### src/rtl/wfba_pkg.sv
// shared types and constants for the worst-fit block allocator
package wfba_pkg;

	localparam int MAX_BLOCKS = 16;
	localparam int SIZE_BITS  = 16;
	localparam int IDX_W      = $clog2(MAX_BLOCKS);
	localparam int CNT_W      = 5;
	localparam int BIDX_W     = 4;
	localparam int BNUM_W     = 5;
	localparam int IN_DATA_W  = 24;
	localparam int OUT_DATA_W = 24;

	localparam logic OP_LOAD  = 1'b0;
	localparam logic OP_ALLOC = 1'b1;

	typedef enum logic [1:0] {
		ST_IDLE,
		ST_SCAN,
		ST_DONE
	} state_t;

	typedef struct packed {
		logic                 valid;
		logic                 found;
		logic [SIZE_BITS-1:0] size;
		logic [IDX_W-1:0]     idx;
	} scan_t;

	typedef struct packed {
		logic                 en;
		logic [IDX_W-1:0]     idx;
		logic [SIZE_BITS-1:0] size;
		logic                 full;
	} wr_t;

endpackage

### src/rtl/wfba_cell.sv
// one table entry of the allocator with its stage of the largest-entry scan
module wfba_cell (
	input  logic                           clk,
	input  logic                           arst_n,
	input  logic [wfba_pkg::IDX_W-1:0]     id,
	input  logic [wfba_pkg::CNT_W-1:0]     count,
	input  wfba_pkg::wr_t                  wr,
	input  wfba_pkg::scan_t                scan_in,
	output wfba_pkg::scan_t                scan_out
);

	logic [wfba_pkg::SIZE_BITS-1:0] size_q;
	logic                           full_q;
	wfba_pkg::scan_t                scan_q;
	wfba_pkg::scan_t                scan_d;
	logic                           elig;
	logic                           take;

	always_comb begin
		elig   = !full_q && (wfba_pkg::CNT_W'(id) < count);
		take   = !scan_in.found || (size_q > scan_in.size);
		scan_d = scan_in;
		if (elig && take) begin
			scan_d.found = 1'b1;
			scan_d.size  = size_q;
			scan_d.idx   = id;
		end
	end

	always_ff @(posedge clk or negedge arst_n) begin
		if (!arst_n) begin
			size_q <= '0;
			full_q <= 1'b0;
			scan_q <= '0;
		end else begin
			scan_q <= scan_d;
			if (wr.en && (wr.idx == id)) begin
				size_q <= wr.size;
				full_q <= wr.full;
			end
		end
	end

	assign scan_out = scan_q;

endmodule

### src/rtl/worst_fit_block_allocator.sv
// top level of the worst-fit block allocator: control, cell chain and result register
//
// channel   dir  signals                         content
// s_        in   tvalid tready tdata tuser       tuser operation, tdata index and size
// m_        out  tvalid tready tdata tuser       tuser granted, tdata number and remaining size
// cfg_      in   wr_en wr_data                   block_count
//
// a load goes from its input registers straight to the result register, an allocate first
// passes the scan, which walks one cell of the chain per cycle, and the best-entry register
// one item is in work at a time; the next is taken the cycle after its result is registered
// reset clears the table, the full marks and block_count; no clearing pass
// a stalled output holds its result and the following item waits in the done state
module worst_fit_block_allocator (
	input  logic                              clk,
	input  logic                              arst_n,
	input  logic                              s_tvalid,
	output logic                              s_tready,
	input  logic [wfba_pkg::IN_DATA_W-1:0]    s_tdata,  // block_index[3:0], size[19:4]
	input  logic                              s_tuser,  // operation
	output logic                              m_tvalid,
	input  logic                              m_tready,
	output logic [wfba_pkg::OUT_DATA_W-1:0]   m_tdata,  // block_number[4:0], remaining_size[20:5]
	output logic                              m_tuser,  // granted
	input  logic                              cfg_wr_en,
	input  logic [wfba_pkg::CNT_W-1:0]        cfg_wr_data
);

	wfba_pkg::state_t                 state_q;
	wfba_pkg::state_t                 state_d;
	logic [wfba_pkg::CNT_W-1:0]       block_count_q;
	logic [wfba_pkg::CNT_W-1:0]       count_sat;
	logic                             op_q;
	logic [wfba_pkg::BIDX_W-1:0]      idx_q;
	logic [wfba_pkg::SIZE_BITS-1:0]   req_q;
	logic                             best_found_q;
	logic [wfba_pkg::SIZE_BITS-1:0]   best_size_q;
	logic [wfba_pkg::IDX_W-1:0]       best_idx_q;
	logic                             out_valid_q;
	logic                             out_granted_q;
	logic [wfba_pkg::BNUM_W-1:0]      out_bnum_q;
	logic [wfba_pkg::SIZE_BITS-1:0]   out_rem_q;
	logic                             accept;
	logic                             start;
	logic                             fire;
	logic                             grant;
	logic [wfba_pkg::SIZE_BITS-1:0]   new_size;
	logic                             res_granted;
	logic [wfba_pkg::BNUM_W-1:0]      res_bnum;
	logic [wfba_pkg::SIZE_BITS-1:0]   res_rem;
	wfba_pkg::wr_t                    wr;
	wfba_pkg::scan_t                  chain [wfba_pkg::MAX_BLOCKS+1];

	assign count_sat = (block_count_q > wfba_pkg::CNT_W'(wfba_pkg::MAX_BLOCKS))
		? wfba_pkg::CNT_W'(wfba_pkg::MAX_BLOCKS) : block_count_q;

	assign accept = s_tvalid && s_tready;
	assign start  = accept && (s_tuser == wfba_pkg::OP_ALLOC);

	assign chain[0] = {start, 1'b0, wfba_pkg::SIZE_BITS'(0), wfba_pkg::IDX_W'(0)};

	for (genvar g = 0; g < wfba_pkg::MAX_BLOCKS; g++) begin : g_cell
		wfba_cell u_cell (
			.clk      (clk),
			.arst_n   (arst_n),
			.id       (wfba_pkg::IDX_W'(g)),
			.count    (count_sat),
			.wr       (wr),
			.scan_in  (chain[g]),
			.scan_out (chain[g+1])
		);
	end

	// next state, handshake and write-back
	always_comb begin
		state_d  = state_q;
		s_tready = 1'b0;
		fire     = 1'b0;
		grant    = best_found_q && (best_size_q >= req_q);
		new_size = best_size_q - req_q;
		wr       = '0;
		if (op_q == wfba_pkg::OP_LOAD) begin
			res_granted = 1'b0;
			res_bnum    = '0;
			res_rem     = req_q;
		end else begin
			res_granted = grant;
			res_bnum    = grant ? (wfba_pkg::BNUM_W'(best_idx_q) + wfba_pkg::BNUM_W'(1)) : '0;
			res_rem     = grant ? new_size : '0;
		end
		case (state_q)
			wfba_pkg::ST_IDLE: begin
				s_tready = 1'b1;
				if (s_tvalid) begin
					state_d = (s_tuser == wfba_pkg::OP_ALLOC) ? wfba_pkg::ST_SCAN
						: wfba_pkg::ST_DONE;
				end
			end
			wfba_pkg::ST_SCAN: begin
				if (chain[wfba_pkg::MAX_BLOCKS].valid) begin
					state_d = wfba_pkg::ST_DONE;
				end
			end
			wfba_pkg::ST_DONE: begin
				fire = !out_valid_q || m_tready;
				if (fire) begin
					state_d = wfba_pkg::ST_IDLE;
					if (op_q == wfba_pkg::OP_LOAD) begin
						wr.en   = (32'(idx_q) < wfba_pkg::MAX_BLOCKS);
						wr.idx  = wfba_pkg::IDX_W'(idx_q);
						wr.size = req_q;
						wr.full = 1'b0;
					end else begin
						wr.en   = grant;
						wr.idx  = best_idx_q;
						wr.size = new_size;
						wr.full = (new_size == '0);
					end
				end
			end
			default: begin
				state_d = wfba_pkg::ST_IDLE;
			end
		endcase
	end

	always_ff @(posedge clk or negedge arst_n) begin
		if (!arst_n) begin
			state_q       <= wfba_pkg::ST_IDLE;
			block_count_q <= '0;
			out_valid_q   <= 1'b0;
		end else begin
			state_q <= state_d;
			if (cfg_wr_en) begin
				block_count_q <= cfg_wr_data;
			end
			if (fire) begin
				out_valid_q <= 1'b1;
			end else if (m_tready) begin
				out_valid_q <= 1'b0;
			end
		end
	end

	always_ff @(posedge clk) begin
		if (accept) begin
			op_q  <= s_tuser;
			idx_q <= s_tdata[wfba_pkg::BIDX_W-1:0];
			req_q <= s_tdata[wfba_pkg::BIDX_W +: wfba_pkg::SIZE_BITS];
		end
		if (chain[wfba_pkg::MAX_BLOCKS].valid) begin
			best_found_q <= chain[wfba_pkg::MAX_BLOCKS].found;
			best_size_q  <= chain[wfba_pkg::MAX_BLOCKS].size;
			best_idx_q   <= chain[wfba_pkg::MAX_BLOCKS].idx;
		end
		if (fire) begin
			out_granted_q <= res_granted;
			out_bnum_q    <= res_bnum;
			out_rem_q     <= res_rem;
		end
	end

	assign m_tvalid = out_valid_q;
	assign m_tuser  = out_granted_q;
	assign m_tdata  = wfba_pkg::OUT_DATA_W'({out_rem_q, out_bnum_q});

endmodule

### config.mk
export PLATFORM = sky130hd
export DESIGN_NAME = worst_fit_block_allocator
export DESIGN_NICKNAME = d
export VERILOG_FILES = /design/src/rtl/wfba_pkg.sv /design/src/rtl/wfba_cell.sv /design/src/rtl/worst_fit_block_allocator.sv
export SDC_FILE = /design/constraint.sdc
export NUM_CORES = 1
export LEC_CHECK = 0
export ABC_CLOCK_PERIOD_IN_PS = 4700
export BUFFER_PORTS_ARGS = -buffer_cell sky130_fd_sc_hd__clkbuf_2
export CAP_MARGIN = 10
export CORE_ASPECT_RATIO = 1.2
export CORE_UTILIZATION = 40
export CTS_CLUSTER_DIAMETER = 100
export DETAILED_ROUTE_END_ITERATION = 10
export GPL_TIMING_DRIVEN = 1
export MAX_ROUTING_LAYER = met4
export PLACE_DENSITY = 0.57
export SLEW_MARGIN = 5
export SYNTH_ARGS = -nofsm -noshare
export SYNTH_HDL_FRONTEND = slang
export SYNTH_HIERARCHICAL = 1
export SYNTH_SLANG_ARGS = --single-unit
### constraint.sdc
create_clock -name clk -period 4.7 [get_ports clk]
set_input_delay 0 -clock clk [delete_from_list [all_inputs] [get_ports clk]]
set_output_delay 0 -clock clk [all_outputs]
set_load 0.05 [all_outputs]
-- Yosys cells after proc, flatten, opt, wreduce, memory -nomap -nowiden
Index checks and enable logic that the tools add are counted.
- register bits after elaboration: 696
- input port bits: 35
- output and inout bits: 27
- logic and storage cells: 298
- add/sub/neg operators: 2
- magnitude comparators: 33
- equality and inequality tests: 20
- mux-type cells: 31
- reductions and logical operators: 104
- operators with widths (kind ; number):
    2-to-1 mux 21 bit ; 16
    greater-than comparator 16 bit ; 15
    2-to-1 mux 22 bit ; 3
    logical AND 1 bit ; 50
    < comparator 4 x 5 -> 1 bit, first input constant ; 8
    == test 4 bit, second input constant ; 8
    logical NOT 1 bit ; 32
    2-to-1 mux 16 bit ; 2
    < comparator 3 x 5 -> 1 bit, first input constant ; 4
    == test 4 x 3 -> 1 bit, second input constant ; 4
    >= comparator 16 bit ; 1
    logical NOT 16 bit ; 1
    logical OR 1 bit ; 16
    subtractor 16 bit ; 1
    < comparator 1 x 5 -> 1 bit, first input constant ; 2
    < comparator 2 x 5 -> 1 bit, first input constant ; 2
    == test 4 x 2 -> 1 bit, second input constant ; 2
    2-to-1 mux 2 bit ; 4
    one-hot mux 2 bit (3 select lines) ; 1
    adder 4 x 1 -> 5 bit, second input constant ; 1
    greater-than comparator 5 bit, second input constant ; 1
    2-to-1 mux 5 bit ; 1
    == test 4 x 1 -> 1 bit, second input constant ; 1
    logical NOT 4 bit ; 1
    9 further kinds ; 13

-- Logic depth before layout (Yosys ltp)
- depth after elaboration: 7
- gate-level depth with buffers: 17
- mapped depth without buffers: 16

-- Cells and area by module
The synthesis kept the hierarchy.
- by module, submodules not included (module ; times used ; cells each ; area each (um2) ; seq. area each (um2)):
    wfba_cell at g_cell[0].u_cell ... ; 15 ; 259 ; 2643.8 ; 975.9
    worst_fit_block_allocator ; 1 ; 311 ; 3712.3 ; 2122.0
    wfba_cell at g_cell[2].u_cell ; 1 ; 233 ; 2434.8 ; 975.9

-- Worst setup path after synthesis
No wires, ideal clock.
- path kind: register to register
- from: reg req_q[0] in the netlist's numbering
- to: reg g_cell[0].u_cell/size_q[10] in the netlist's numbering
- library setup time: 0.125 ns
- data arrival time: 3.437 ns
- required time: 4.575 ns
- setup slack: 1.139 ns
- cell stages (with the launch flop): 16
- path buffers: 1
- clock period less this slack: 3.561 ns
- cells stage by stage: edfxtp_1 -> ha_1 -> inv_1 -> fa_1 -> a21o_1 -> a221oi_2 -> a211o_1 -> nand3_2 -> o21a_1 -> o31a_4 -> nor2_4 -> nor2_1 -> nand2_1 -> nor4_4 -> buf_4 -> mux2_2
- RTL lines (what ; RTL line ; text):
    from (decl) ; worst_fit_block_allocator.sv:34 ; logic [wfba_pkg::SIZE_BITS-1:0] req_q;
    from (signal assigned) ; worst_fit_block_allocator.sv:148 ; req_q <= s_tdata[wfba_pkg::BIDX_W +: wfba_pkg::SIZE_BITS];
    to (signal assigned) ; wfba_cell.sv:38 ; size_q <= wr.size;
    to (decl) ; wfba_cell.sv:12 ; logic [wfba_pkg::SIZE_BITS-1:0] size_q;

==> metrics.txt <==
crit end category=flop; first-pass GRT wire length=200.5 mm; mean post-synth cell area=10.34 um2; Tmin final=4.062 ns; ys flop type=dfrtp_1; Critical Path AT=4.61 ns; Max Buffers Root-to-Sink=3; worst hold path class=input port to flop; CP Data Required Time=5.25 ns; run status=finished with violations; Finished Cell Area=51,740 um2; CTS Buf Count=79; most common cell after layout, fill and taps aside=dfrtp_1; worst-margin pin slew=3.738 ns; Max Cap Viol=0; pre-CTS WS=0.6300 ns; hold-critical path depth=2; critical path type=flop to flop; grt ovf=0; Post-synth EDFFs=64; count of pins over their slew limit=22; Slew Limit Headroom=-152.7%; Pwr per Cell Area=557.0 nW/um2; initial antenna violation count=6; unrepaired setup endpoints after global routing=false; Seq/Total Area, Yosys=38.72%; DRC errors left=0; Final Hold Violating Endpoints=0; Synth Register Bits=696; die area=115,900 um2; Ys Warns=6; Leakage=0.02344 uW; Core Area=113,200 um2; Die H=372.7 um; synthesized instance count=4,429; Max VDD drop=0.0003022 V; placed cell area=48,560 um2; register clock-pin slew on the reported worst setup and hold paths=0.06 ns; Setup TNS=0 ns; DRT iter0 DRCs=2,272; Peak Freq=246.2 MHz; synthesized area=45,800 um2; Setup violations, final=0; Gate power share=42.9%; I/O Buffers=54; postcts setup bufs=0; R2R cell count=15; dpl cells=6,064; CTS H-tree depth=3; root buffer selected by CTS=clkbuf_16; die width=310.9 um; CTS tree=yes; startpoint types=flop; clock sinks=696; total track usage=22.28%; share of total power in sequential cells=34.4%; starting density of the core=40.47%; remaining antenna violation count=0; num ports=62; Final period util=86.43%; Crit. Startpoint=req_q[0]; Int Power=17,070 uW; CP endpoint=g_cell[2].u_cell/size_q[13]; ys async rst share=90.80%; fin worst setup slack=0.6377 ns; GPL Wtd Cong=0.8550; vias per inst=5.534; vias in the first global route=34,590; CP max stage delay=0.92 ns; nets@finish=5,035; HPWL Detailed=81.93 mm; non-filler cells, final=6,251; Total Wirelength=125.6 mm; crit-path max FO=18; worst r2r src=req_q[0]; post-DR wirelength/cell=20.10 um; clk_lat worst skew=0.67 ns; Cell Chain, Critical Path=ha_1 > inv_1 > fa_1 > a21o_1 > a221oi_2 > a211o_1 > nand3_2 > o21a_1 > o31a_4 > nor2_4 > nor2_1 > buf_4 > nand2_1 > nor4_4 > mux2_2; clock network fraction of design power=22.8%; Yosys cell types=68; layout cells sized above 1=28.65%; r2r setup slk=0.64 ns; sw power=11,740 uW; violated checks=max-slew violations; switch share=40.76%; area grow syn2layout=12.95%; Hold Path Origin=s_tdata[19]; most frequent cells in the layout=631 x dfrtp_1, 374 x inv_1, 372 x o21ai_0; largest net degree at the start of global routing=141; Crit-path slowest cell=nor4_4; DR vias=34,600; Final Skew=0.03214 ns; reg2reg end=g_cell[2].u_cell/size_q[13]; row cnt=135; first drt pass iteration count=8
[worst max-delay path: cells and delay by family, from the launching register on]
kind            cells  cell delay (ns)
mux                 1             0.43
simple gates        5             1.38
flops               1             0.43
buf+inv             2             0.36
fa+ha+maj           2             0.43
compound gates      5             0.91
[per-layer routing]
metal / global-route usage, % / wire (um)
met1: 27.78 / 54110
met2: 36.75 / 61420
met3: 2.189 / 4740
met4: 9.583 / 5357
met5: - / 0
[worst min path at each step]
| stage | endpoint |
|---|---|
| floorplan | block_count_q[0] |
| global placement | g_cell[9].u_cell/scan_out[1] |
| detailed placement | g_cell[10].u_cell/scan_out[3] |
| CTS | req_q[5] |
| global route | req_q[14] |
| finish | req_q[15] |
[through the flow]
stage | hold slack [ns] | utilization [%] | power [uW]
floorplan | -0.2956 | - | 18690
global placement | 0.08779 | 42.91 | 22050
detailed placement | 0.09263 | 42.91 | 22290
CTS | 0.003523 | 45.68 | 29040
global route | 0.04885 | 45.71 | 30880
finish | 0.05054 | 45.72 | 28820
[what timing repair did]
| item | 4_1_cts | 5_1_grt |
|---|---|---|
| resized for setup | 0 | 0 |
| endpoints found under the hold margin | 139 | 0 |
| hold buffers | 36 | 0 |
[power groups by stage]
stage / clock network, uW / logic [uW] / registers [uW]
6_report: 6560 / 12400 / 9900
5_1_grt: 6970 / 13700 / 10200
4_1_cts: 6750 / 12400 / 9920
3_5_place_dp: 0 / 12300 / 10000
3_3_place_gp: 0 / 12100 / 9990
2_1_floorplan: 0 / 9130 / 9560
[area by class of cell]
| cell class | instances | area, um2 |
|---|---|---|
| Timing Repair Buffer | 244 | 1859 |
| Inverter | 374 | 1404 |
| Fill cell | 10640 | 61430 |
| Tap cell | 1507 | 1886 |
| Clock inverter | 33 | 401.6 |
| Clock buffer | 114 | 2365 |
| Multi-Input combinational cell | 3282 | 26080 |
| Antenna cell | 1 | 2.502 |
| Sequential cell | 696 | 17740 |
[cells by family (layout without fill, tap and decap cells)]
kind of cell | count (synthesis) | in the layout | share of synthesized area, %
AO/OA/AOI/OAI | 953 | 953 | 16.62
flip-flops | 696 | 696 | 38.72
AND/OR/NAND/NOR | 1417 | 1417 | 20.63
buffers and inverters | 688 | 765 | 7.015
other | 2 | 240 | 0.01640
adder cells (fa/ha/maj) | 323 | 323 | 8.840
XOR/XNOR | 78 | 78 | 1.491
multiplexers | 272 | 272 | 6.657
[flip-flops by register name, indices dropped and copies added, names as in the netlist]
name                    flops
best_found_q                1
best_idx_q                  4
best_size_q                16
block_count_q               5
g_cell.u_cell/full_q       16
g_cell.u_cell/scan_out    352
g_cell.u_cell/size_q      256
idx_q                       4
m_tuser                     1
m_tvalid                    1
op_q                        1
out_bnum_q                  5
out_rem_q                  16
req_q                      16
state_q                     2
[synth_stat cells, types with 3 or more instances]
cell type | number | share of area [%]
o31ai_1 | 16 | 0.26
nor2b_1 | 99 | 1.4
nand3_2 | 301 | 6.6
nand2b_1 | 36 | 0.49
o21a_1 | 8 | 0.13
ha_1 | 322 | 8.8
buf_6 | 63 | 1.5
nor4b_1 | 15 | 0.29
nor4_4 | 17 | 0.79
nor3_1 | 3 | 0.033
mux2i_1 | 11 | 0.24
and4b_1 | 15 | 0.33
a21oi_1 | 111 | 1.2
clkbuf_1 | 168 | 1.4
nand4_1 | 355 | 4.8
nand3_1 | 72 | 0.79
o211ai_2 | 320 | 8.7
a211oi_1 | 33 | 0.54
inv_1 | 374 | 3.1
edfxtp_1 | 64 | 4.2
clkbuf_2 | 31 | 0.34
o21ai_2 | 4 | 0.076
a21o_1 | 6 | 0.098
buf_2 | 32 | 0.35
xnor2_1 | 21 | 0.40
mux2_2 | 261 | 6.4
nor4_1 | 3 | 0.041
nor2_1 | 303 | 2.5
o21ai_1 | 7 | 0.076
buf_4 | 18 | 0.30
nor3b_1 | 3 | 0.049
or4_4 | 15 | 0.37
o31a_1 | 16 | 0.31
a2111o_1 | 15 | 0.37
xor2_1 | 57 | 1.1
nand2_1 | 117 | 0.96
nand4_2 | 16 | 0.44
and3_1 | 20 | 0.27
dfrtp_1 | 632 | 35
o21ai_0 | 387 | 4.2
or2_4 | 15 | 0.29
o211ai_1 | 17 | 0.28
(Power assumes the default switching activity.)
